## src/hdl/dq_pkg.sv

```systemverilog
// ----------------------------------------------------------------------------
// dq_pkg
// shared types and codes of the double-ended queue: opcodes, status codes,
// fixed field widths and the control state enum
// ----------------------------------------------------------------------------
package dq_pkg;

   localparam int OPCODE_W = 3;
   localparam int WORD_W   = 32;
   localparam int COUNT_W  = 7;
   localparam int STATUS_W = 2;

   typedef logic [OPCODE_W-1:0] opcode_type;
   typedef logic [WORD_W-1:0]   word_type;
   typedef logic [COUNT_W-1:0]  count_type;
   typedef logic [STATUS_W-1:0] status_type;

   // operation codes
   localparam opcode_type OP_PUSH_BACK  = 3'd0;
   localparam opcode_type OP_PUSH_FRONT = 3'd1;
   localparam opcode_type OP_POP_BACK   = 3'd2;
   localparam opcode_type OP_POP_FRONT  = 3'd3;
   localparam opcode_type OP_NOP        = 3'd4;

   // result status codes
   localparam status_type STATUS_OK        = 2'd0;
   localparam status_type STATUS_POP_EMPTY = 2'd1;
   localparam status_type STATUS_PUSH_FULL = 2'd2;

   typedef enum logic {
      ST_IDLE,
      ST_READ
   } state_type;

endpackage

```

## src/hdl/dq_if.sv

```systemverilog
// ----------------------------------------------------------------------------
// dq request and response channels
// valid/ready channels carrying one operation and one result
// ----------------------------------------------------------------------------
interface dq_req_if;
   logic                 valid;
   logic                 ready;
   dq_pkg::opcode_type   opcode;
   dq_pkg::word_type     push_value;

   modport source (output valid, output opcode, output push_value, input ready);
   modport sink (input valid, input opcode, input push_value, output ready);
endinterface

interface dq_rsp_if;
   logic                 valid;
   logic                 ready;
   dq_pkg::word_type     popped_value;
   dq_pkg::word_type     front_value;
   dq_pkg::word_type     back_value;
   dq_pkg::count_type    element_count;
   logic                 is_empty;
   dq_pkg::status_type   status;

   modport source (output valid, output popped_value, output front_value,
                   output back_value, output element_count, output is_empty,
                   output status, input ready);
   modport sink (input valid, input popped_value, input front_value,
                 input back_value, input element_count, input is_empty,
                 input status, output ready);
endinterface

```

## src/hdl/dq_ram.sv

```systemverilog
// ----------------------------------------------------------------------------
// dq_ram
// ring storage: one write port, one read port, registered read data
// ----------------------------------------------------------------------------
module dq_ram #(
   parameter int DEPTH      = 64,
   parameter int DATA_WIDTH = 32
) (
   input  logic                     clock,
   input  logic                     wr_en,
   input  logic [$clog2(DEPTH)-1:0] wr_addr,
   input  logic [DATA_WIDTH-1:0]    wr_data,
   input  logic                     rd_en,
   input  logic [$clog2(DEPTH)-1:0] rd_addr,
   output logic [DATA_WIDTH-1:0]    rd_data
);

   logic [DATA_WIDTH-1:0] mem [DEPTH];
   logic [DATA_WIDTH-1:0] rd_data_ff;

   always_ff @(posedge clock) begin
      if (wr_en) begin
         mem[wr_addr] <= wr_data;
      end
   end

   always_ff @(posedge clock) begin
      if (rd_en) begin
         rd_data_ff <= mem[rd_addr];
      end
   end

   assign rd_data = rd_data_ff;

endmodule

```

## src/hdl/double_ended_queue_top.sv

```systemverilog
// ----------------------------------------------------------------------------
// double_ended_queue_top
// fixed-capacity double-ended queue kept as a ring buffer in one memory
// ----------------------------------------------------------------------------
//
//   channel   direction  payload
//   req_if    in         opcode, push_value
//   rsp_if    out        popped_value, front_value, back_value,
//                        element_count, is_empty, status
//
// in each transaction the accept cycle updates head and count, writes a
// pushed word and issues the one memory read; the next cycle takes
// the read data (the new front or back after a pop) into the result register
// front and back words live in registers, so only a pop needs the memory read
// reset is synchronous; it empties the queue, no clearing pass is needed
// a new request is taken while the result register drains in the same cycle
// a stalled response holds the result and blocks further requests
//
module double_ended_queue_top #(
   parameter int DEPTH      = 64,
   parameter int DATA_WIDTH = 32
) (
   input  logic clock,
   input  logic reset,
   dq_req_if.sink   req_if,
   dq_rsp_if.source rsp_if
);

   localparam int AW = $clog2(DEPTH);
   localparam int CW = $clog2(DEPTH + 1);
   localparam int SW = CW + 1;

   // control state
   dq_pkg::state_type state_ff, state_in;
   logic [AW-1:0]     head_ff, head_in;
   logic [CW-1:0]     count_ff, count_in;
   logic              rsp_valid_ff, rsp_valid_in;

   // cached end words and pending fix-up from the memory read
   logic [DATA_WIDTH-1:0] front_ff, front_in;
   logic [DATA_WIDTH-1:0] back_ff, back_in;
   logic [DATA_WIDTH-1:0] popped_ff, popped_in;
   dq_pkg::status_type    status_ff, status_in;
   logic                  fix_front_ff, fix_front_in;
   logic                  fix_back_ff, fix_back_in;

   // result register
   dq_pkg::word_type   rsp_popped_ff, rsp_popped_in;
   dq_pkg::word_type   rsp_front_ff, rsp_front_in;
   dq_pkg::word_type   rsp_back_ff, rsp_back_in;
   dq_pkg::count_type  rsp_count_ff, rsp_count_in;
   logic               rsp_empty_ff, rsp_empty_in;
   dq_pkg::status_type rsp_status_ff, rsp_status_in;

   // handshake and slot arithmetic
   logic                  req_ready;
   logic                  accept;
   logic [DATA_WIDTH-1:0] word;
   logic [SW-1:0]         sum_tail, sum_prev, sum_inc;
   logic [AW-1:0]         tail_slot, prev_slot, head_inc, head_dec;
   logic                  is_full, is_none;

   // memory ports
   logic                  wr_en, rd_en;
   logic [AW-1:0]         wr_addr, rd_addr;
   logic [DATA_WIDTH-1:0] rd_data;

   dq_ram #(
      .DEPTH      (DEPTH),
      .DATA_WIDTH (DATA_WIDTH)
   ) u_ram (
      .clock   (clock),
      .wr_en   (wr_en),
      .wr_addr (wr_addr),
      .wr_data (word),
      .rd_en   (rd_en),
      .rd_addr (rd_addr),
      .rd_data (rd_data)
   );

   assign word   = DATA_WIDTH'(req_if.push_value);
   assign accept = req_if.valid && req_ready;

   // ring slot arithmetic, sums stay below twice the depth
   always_comb begin
      sum_tail  = SW'(head_ff) + SW'(count_ff);
      tail_slot = (sum_tail >= SW'(DEPTH)) ? AW'(sum_tail - SW'(DEPTH)) : AW'(sum_tail);
      sum_prev  = sum_tail - SW'(2);
      prev_slot = (sum_prev >= SW'(DEPTH)) ? AW'(sum_prev - SW'(DEPTH)) : AW'(sum_prev);
      sum_inc   = SW'(head_ff) + SW'(1);
      head_inc  = (sum_inc >= SW'(DEPTH)) ? AW'(sum_inc - SW'(DEPTH)) : AW'(sum_inc);
      head_dec  = (head_ff == '0) ? AW'(DEPTH - 1) : head_ff - AW'(1);
      is_full   = (count_ff == CW'(DEPTH));
      is_none   = (count_ff == '0);
   end

   // next state
   always_comb begin
      state_in = state_ff;
      unique case (state_ff)
         dq_pkg::ST_IDLE: begin
            if (accept) begin
               state_in = dq_pkg::ST_READ;
            end
         end
         dq_pkg::ST_READ: begin
            state_in = dq_pkg::ST_IDLE;
         end
         default: begin
            state_in = dq_pkg::ST_IDLE;
         end
      endcase
   end

   // state outputs: take a request only when the result register frees up
   always_comb begin
      req_ready = 1'b0;
      unique case (state_ff)
         dq_pkg::ST_IDLE: begin
            req_ready = !rsp_valid_ff || rsp_if.ready;
         end
         dq_pkg::ST_READ: begin
            req_ready = 1'b0;
         end
         default: begin
            req_ready = 1'b0;
         end
      endcase
   end

   // operation datapath
   always_comb begin
      head_in      = head_ff;
      count_in     = count_ff;
      front_in     = front_ff;
      back_in      = back_ff;
      popped_in    = popped_ff;
      status_in    = status_ff;
      fix_front_in = fix_front_ff;
      fix_back_in  = fix_back_ff;
      wr_en        = 1'b0;
      wr_addr      = tail_slot;
      rd_en        = 1'b0;
      rd_addr      = prev_slot;

      if (accept) begin
         popped_in    = '0;
         status_in    = dq_pkg::STATUS_OK;
         fix_front_in = 1'b0;
         fix_back_in  = 1'b0;
         unique case (req_if.opcode)
            dq_pkg::OP_PUSH_BACK: begin
               if (is_full) begin
                  status_in = dq_pkg::STATUS_PUSH_FULL;
               end else begin
                  wr_en    = 1'b1;
                  wr_addr  = tail_slot;
                  count_in = count_ff + CW'(1);
                  back_in  = word;
                  if (is_none) begin
                     front_in = word;
                  end
               end
            end
            dq_pkg::OP_PUSH_FRONT: begin
               if (is_full) begin
                  status_in = dq_pkg::STATUS_PUSH_FULL;
               end else begin
                  wr_en    = 1'b1;
                  wr_addr  = head_dec;
                  head_in  = head_dec;
                  count_in = count_ff + CW'(1);
                  front_in = word;
                  if (is_none) begin
                     back_in = word;
                  end
               end
            end
            dq_pkg::OP_POP_BACK: begin
               if (is_none) begin
                  status_in = dq_pkg::STATUS_POP_EMPTY;
               end else begin
                  popped_in = back_ff;
                  count_in  = count_ff - CW'(1);
                  // new back sits one slot before the old one
                  rd_en       = 1'b1;
                  rd_addr     = prev_slot;
                  fix_back_in = (count_ff != CW'(1));
               end
            end
            dq_pkg::OP_POP_FRONT: begin
               if (is_none) begin
                  status_in = dq_pkg::STATUS_POP_EMPTY;
               end else begin
                  popped_in    = front_ff;
                  head_in      = head_inc;
                  count_in     = count_ff - CW'(1);
                  rd_en        = 1'b1;
                  rd_addr      = head_inc;
                  fix_front_in = (count_ff != CW'(1));
               end
            end
            default: begin
               // no operation, also for unused codes
            end
         endcase
      end else if (state_ff == dq_pkg::ST_READ) begin
         fix_front_in = 1'b0;
         fix_back_in  = 1'b0;
         if (fix_front_ff) begin
            front_in = rd_data;
         end
         if (fix_back_ff) begin
            back_in = rd_data;
         end
      end
   end

   // result register, loaded in the read cycle
   always_comb begin
      rsp_valid_in  = rsp_valid_ff;
      rsp_popped_in = rsp_popped_ff;
      rsp_front_in  = rsp_front_ff;
      rsp_back_in   = rsp_back_ff;
      rsp_count_in  = rsp_count_ff;
      rsp_empty_in  = rsp_empty_ff;
      rsp_status_in = rsp_status_ff;
      if (state_ff == dq_pkg::ST_READ) begin
         rsp_valid_in  = 1'b1;
         rsp_popped_in = dq_pkg::word_type'(popped_ff);
         rsp_empty_in  = is_none;
         rsp_front_in  = is_none ? '0 : dq_pkg::word_type'(front_in);
         rsp_back_in   = is_none ? '0 : dq_pkg::word_type'(back_in);
         rsp_count_in  = dq_pkg::count_type'(count_ff);
         rsp_status_in = status_ff;
      end else if (rsp_if.ready) begin
         rsp_valid_in = 1'b0;
      end
   end

   always_ff @(posedge clock) begin
      if (reset) begin
         state_ff     <= dq_pkg::ST_IDLE;
         head_ff      <= '0;
         count_ff     <= '0;
         rsp_valid_ff <= 1'b0;
         fix_front_ff <= 1'b0;
         fix_back_ff  <= 1'b0;
      end else begin
         state_ff     <= state_in;
         head_ff      <= head_in;
         count_ff     <= count_in;
         rsp_valid_ff <= rsp_valid_in;
         fix_front_ff <= fix_front_in;
         fix_back_ff  <= fix_back_in;
      end
   end

   always_ff @(posedge clock) begin
      front_ff      <= front_in;
      back_ff       <= back_in;
      popped_ff     <= popped_in;
      status_ff     <= status_in;
      rsp_popped_ff <= rsp_popped_in;
      rsp_front_ff  <= rsp_front_in;
      rsp_back_ff   <= rsp_back_in;
      rsp_count_ff  <= rsp_count_in;
      rsp_empty_ff  <= rsp_empty_in;
      rsp_status_ff <= rsp_status_in;
   end

   assign req_if.ready         = req_ready;
   assign rsp_if.valid         = rsp_valid_ff;
   assign rsp_if.popped_value  = rsp_popped_ff;
   assign rsp_if.front_value   = rsp_front_ff;
   assign rsp_if.back_value    = rsp_back_ff;
   assign rsp_if.element_count = rsp_count_ff;
   assign rsp_if.is_empty      = rsp_empty_ff;
   assign rsp_if.status        = rsp_status_ff;

endmodule

```

## src/flat_wrapper.sv

```systemverilog
// flat-port wrapper written by rule: the top's interface ports become plain ports
module double_ended_queue_top_flat 
#(
   parameter int DEPTH      = 64,
   parameter int DATA_WIDTH = 32
)
  (clock, reset, req_if_valid, req_if_opcode, req_if_push_value, req_if_ready, rsp_if_valid, rsp_if_popped_value, rsp_if_front_value, rsp_if_back_value, rsp_if_element_count, rsp_if_is_empty, rsp_if_status, rsp_if_ready);
  dq_req_if req_if_i ();
  dq_rsp_if rsp_if_i ();
  input  logic clock;
  input  logic reset;
  input wire logic [$bits(req_if_i.valid)-1:0] req_if_valid;
  input wire logic [$bits(req_if_i.opcode)-1:0] req_if_opcode;
  input wire logic [$bits(req_if_i.push_value)-1:0] req_if_push_value;
  output wire logic [$bits(req_if_i.ready)-1:0] req_if_ready;
  output wire logic [$bits(rsp_if_i.valid)-1:0] rsp_if_valid;
  output wire logic [$bits(rsp_if_i.popped_value)-1:0] rsp_if_popped_value;
  output wire logic [$bits(rsp_if_i.front_value)-1:0] rsp_if_front_value;
  output wire logic [$bits(rsp_if_i.back_value)-1:0] rsp_if_back_value;
  output wire logic [$bits(rsp_if_i.element_count)-1:0] rsp_if_element_count;
  output wire logic [$bits(rsp_if_i.is_empty)-1:0] rsp_if_is_empty;
  output wire logic [$bits(rsp_if_i.status)-1:0] rsp_if_status;
  input wire logic [$bits(rsp_if_i.ready)-1:0] rsp_if_ready;
  assign req_if_i.valid = req_if_valid;
  assign req_if_i.opcode = req_if_opcode;
  assign req_if_i.push_value = req_if_push_value;
  assign req_if_ready = req_if_i.ready;
  assign rsp_if_valid = rsp_if_i.valid;
  assign rsp_if_popped_value = rsp_if_i.popped_value;
  assign rsp_if_front_value = rsp_if_i.front_value;
  assign rsp_if_back_value = rsp_if_i.back_value;
  assign rsp_if_element_count = rsp_if_i.element_count;
  assign rsp_if_is_empty = rsp_if_i.is_empty;
  assign rsp_if_status = rsp_if_i.status;
  assign rsp_if_i.ready = rsp_if_ready;
  double_ended_queue_top #(.DEPTH(DEPTH), .DATA_WIDTH(DATA_WIDTH)) u_core (.clock(clock), .reset(reset), .req_if(req_if_i), .rsp_if(rsp_if_i));
endmodule
```

## config.mk

```make
export PLATFORM = sky130hd
export DESIGN_NAME = double_ended_queue_top_flat
export DESIGN_NICKNAME = d
export VERILOG_FILES = /design/src/hdl/dq_pkg.sv /design/src/hdl/dq_if.sv /design/src/hdl/dq_ram.sv /design/src/hdl/double_ended_queue_top.sv /design/src/flat_wrapper.sv
export SDC_FILE = /design/constraint.sdc
export NUM_CORES = 2
export LEC_CHECK = 0
export BUFFER_PORTS_ARGS = -buffer_cell sky130_fd_sc_hd__buf_4
export CORE_MARGIN = 2
export CORE_UTILIZATION = 56
export DETAILED_ROUTE_END_ITERATION = 12
export PLACE_DENSITY = 0.72
export SYNTH_ARGS = -nofsm -noshare
export SYNTH_HDL_FRONTEND = slang
export SYNTH_SLANG_ARGS = --single-unit
```

## constraint.sdc

```tcl
create_clock -name clock -period 7.7 [get_ports clock]
set_clock_uncertainty 0.05 [all_clocks]
set_input_delay 0.77 -clock clock [delete_from_list [all_inputs] [get_ports clock]]
set_output_delay 0.77 -clock clock [all_outputs]
set_load 0.02 [all_outputs]
```

==> results.md <==
- Placed inst area: 0.09439 mm^2
- Slew Limit Fails: 0
- Area growth, synth to finish: 11.88%
- Critical path peak fanout: 34
- Crit path DAT: 5.75 ns
- Power density over the cells: 285.3 mW/mm^2
- CP peak stage delay: 1.20 ns
- Sequential area share after synthesis: 0.7537
- Final setup vio count: 0
- Syn_nets: 6799
- Chip width: 406.2 um
- CTS tree: done
- CTS resizes: 0
- Post-synthesis async set-or-reset flop share: 0
- Worst setup EP type: register
- Row cnt: 147
- Die area: 0.1650 mm^2
- Largest net degree at the start of global routing: 174
- Clock root buffer: clkbuf_16
- Critical path class: reg2reg
- Reg2reg end: u_core.u_ram.mem[38][22]
- Post-synth EDFFs: 2220
- Area of the mapped netlist: 0.09059 mm^2
- H-Tree Depth: 4
- CP Buf/Inv Count: 2
- Worst-path cell chain: inv_1 -> ha_1 -> nand3_1 -> buf_4 -> nand3_1 -> a21oi_1 -> nand3_1 -> nor2_4
- Layout filler cell count: 11.47k
- DRC violations left: 0
- Vias in the first global route: 55.12k
- GRT Total Usage: 0.3130
- Slew HR: 0.04462
- Total global routing overflow: 0
- Hold wc startpoint: req_if_push_value[21]
- CTS clk-pin slew, worst paths: 0.06 ns
- Yosys cell types: 68
- Maxcap violations: 0
- Most common cell on crit path: nand3_1
- Lkg Pwr: 33.49 nW
- Top Family by Delay on Critical Path: simple AND/OR/NAND/NOR gates
- First-pass iteration count of the detailed router: 7
- Worst r2r src: u_core.count_ff[1]
- I/O Pins: 147
- Drt wl/cell: 28.57 um
- Skew-Pair Late Insertion Delay: 0.86 ns
- Ys Warns: 0
- Final period utilization: 0.6969
- Final Hold Viols: 0
- Chip height: 406.2 um
- Synth Area per Inst: 13.43 um^2
- Post-DP HPWL: 150800 um
- Worst slew pin tran: 1.433 ns
- Cts bufs inserted: 218
- Outcome: finished clean
- R2R Setup Slk: 2.33 ns
- Worst vdd ir: 251.2 uV
- Setup Fix Bufs, Post-CTS: 0
- Core area: 0.1606 mm^2
- Post-CTS Hold Fix Bufs: 0
- Reg2Reg Depth: 8
- Setup crit start kind: register
- Class of the worst hold path: in2reg
- Tmin final: 5.366 ns
- Placer congestion estimate: 0.9465
- Synthesized flop and latch total: 2301
- Total Routed Length: 261500 um
- Finished Cell Area: 0.1014 mm^2
- FMAX: 0.1864 GHz
- Share of layout cells above drive strength 1: 0.1039
- RSZ-0062 raised after global routing: false
- First-pass GRT wire length: 372600 um
- Via-to-Cell Ratio: 6.456
- Worst Hold End: u_core.u_ram.mem[42][21]
- Fin nets: 6859
- Port Buffers: 146
- Setup TNS: 0 ns
- Slowest CP cell: nor2_4
- Post-route ant nets: 0
- Starting Density: 0.5642
- Required time worst endpoint: 8.09 ns
- Initial antenna violation count: 21
- Mapped Cells: 6747
- Initial DRC Count: 9558
- Main synth FF type: edfxtp_1
- Hold path depth: 1
- Clock sink count: 2301
- Clk buf depth: 3
- Total number of vias: 59.08k
==> logic make-up after synthesis <==
| group | count (synthesis) | share of synthesized area |
|---|---|---|
| DFF | 2301 | 0.7537 |
| and+or+nand+nor | 2764 | 0.1300 |
| muxes | 92 | 0.01033 |
| AOI/OAI and AO/OA | 1084 | 0.07839 |
| buffers and inverters | 470 | 0.02330 |
| adders and majority gates | 13 | 0.001878 |
| xor gates and xnor gates | 23 | 0.002375 |
==> synth_stat cells, types with 62 or more instances <==
cell type,instances,share of area
a21oi_1,412,0.023
a221oi_1,65,0.0063
a22oi_1,73,0.0060
a31oi_1,220,0.015
a32oi_1,113,0.011
buf_2,169,0.0093
clkbuf_1,228,0.0094
dfxtp_1,81,0.018
edfxtp_1,2220,0.74
mux2i_1,89,0.0098
nand2_1,1711,0.071
nand3_1,665,0.037
nand4_1,81,0.0056
nor2_1,200,0.0083
o22ai_1,62,0.0043
==> worst register-to-register path: cells and delay by family, from the launching register on <==
family	cells	cell delay (ns)
AND/OR/NAND/NOR	4	2.62
AO/OA/AOI/OAI	1	0.96
buffers and inverters	2	0.51
flip-flops	1	0.48
adder cells (fa/ha/maj)	1	0.31
==> worst max path at each step <==
stage,slack [ns],to,startpoint,cells past startpoint
after global placement,2.46,u_core.u_ram.mem[34][29],req_if_valid,11
after CTS,2.45,u_core.u_ram.mem[38][22],u_core.count_ff[1],8
after global routing,2.19,u_core.u_ram.mem[38][10],u_core.count_ff[1],8
after detailed placement,2.42,u_core.u_ram.mem[33][29],req_if_valid,11
final,2.33,u_core.u_ram.mem[38][22],u_core.count_ff[1],8
after floorplan,1.50,u_core.u_ram.mem[24][0],u_core.state_ff,11
==> power breakdown <==
| part | leakage, nW | switching [W] | internal (W) |
|---|---|---|---|
| clock | 3.40 | 0.00466 | 0.00583 |
| sequential | 20.7 | 0.000159 | 0.0140 |
| combinational | 9.37 | 0.00315 | 0.00115 |
| total | 33.5 | 0.00797 | 0.0209 |
==> sequential cells by signal, summed over array words and instances (netlist names) <==
register                     cells
u_core.rsp_if.front_value       32
u_core.head_ff                   6
u_core.popped_ff                32
u_core.rsp_if.element_count      7
u_core.u_ram.mem              2048
u_core.front_ff                 32
u_core.state_ff                  1
u_core.count_ff                  7
u_core.fix_front_ff              1
u_core.status_ff                 2
u_core.rsp_if.back_value        32
u_core.rsp_if.valid              1
u_core.rsp_if.is_empty           1
u_core.rsp_if.popped_value      32
u_core.back_ff                  32
u_core.rsp_if.status             2
u_core.u_ram.rd_data            32
u_core.fix_back_ff               1
==> metrics by stage <==
stage	util	power, W	setup WS, ns	instances	hold WS, ns
after floorplan	-	0.01679	1.497	6747	0.3503
after global placement	0.5879	0.01846	2.460	8747	0.3541
after detailed placement	0.5879	0.01855	2.416	8747	0.3545
after CTS	0.6312	0.02884	2.454	9147	0.04712
after global routing	0.6312	0.02968	2.193	9147	0.08083
final	0.6313	0.02892	2.334	9151	0.1007
==> cell type report <==
| cell class | instances | area (um^2) | area share |
|---|---|---|---|
| multi-input cells | 3976 | 20850 | 0.2057 |
| clock buffers | 270 | 5732 | 0.05655 |
| flip-flops and latches | 2301 | 68290 | 0.6737 |
| diodes | 4 | 10.01 | 0.00009875 |
| repair buffers | 300 | 2515 | 0.02481 |
| well taps | 2160 | 2703 | 0.02666 |
| clock inverters | 130 | 1226 | 0.01210 |
| inverters | 10 | 37.54 | 0.0003703 |
==> per-layer routing <==
metal	vias to the layer above	track usage	part of all wire
li1	25440	-	-
met1	28970	0.4328	0.36
met2	4078	0.4579	0.44
met3	590	0.08535	0.14
met4	10	0.1607	0.054
met5	-	0	0.00020
==> cell usage in the layout, fill, tap and decap left out, types with 6 or more instances in the layout <==
cell and n:
o22ai_1 62, nand3b_1 6, clkbuf_1 45, clkinv_1 49
a22oi_1 73, clkbuf_16 219, clkinv_2 44, inv_1 8
edfxtp_1 2220, a22o_1 17, xnor2_1 12, nor2_4 65
o21ai_0 35, o221ai_1 30, a32oi_1 113, ha_1 12
nand2_1 1711, mux2i_1 88, and4_1 32, a31oi_1 220
dfxtp_1 80, bufinv_16 16, xor2_1 10, nor3_1 9
o221a_2 25, nand4_1 81, nor2_1 132, nand3_1 664
and2_1 35, buf_4 279, a21oi_1 412, or3_1 6
a221oi_1 64, clkbuf_8 6, buf_12 21
Power figures use the tool's default switching activity.
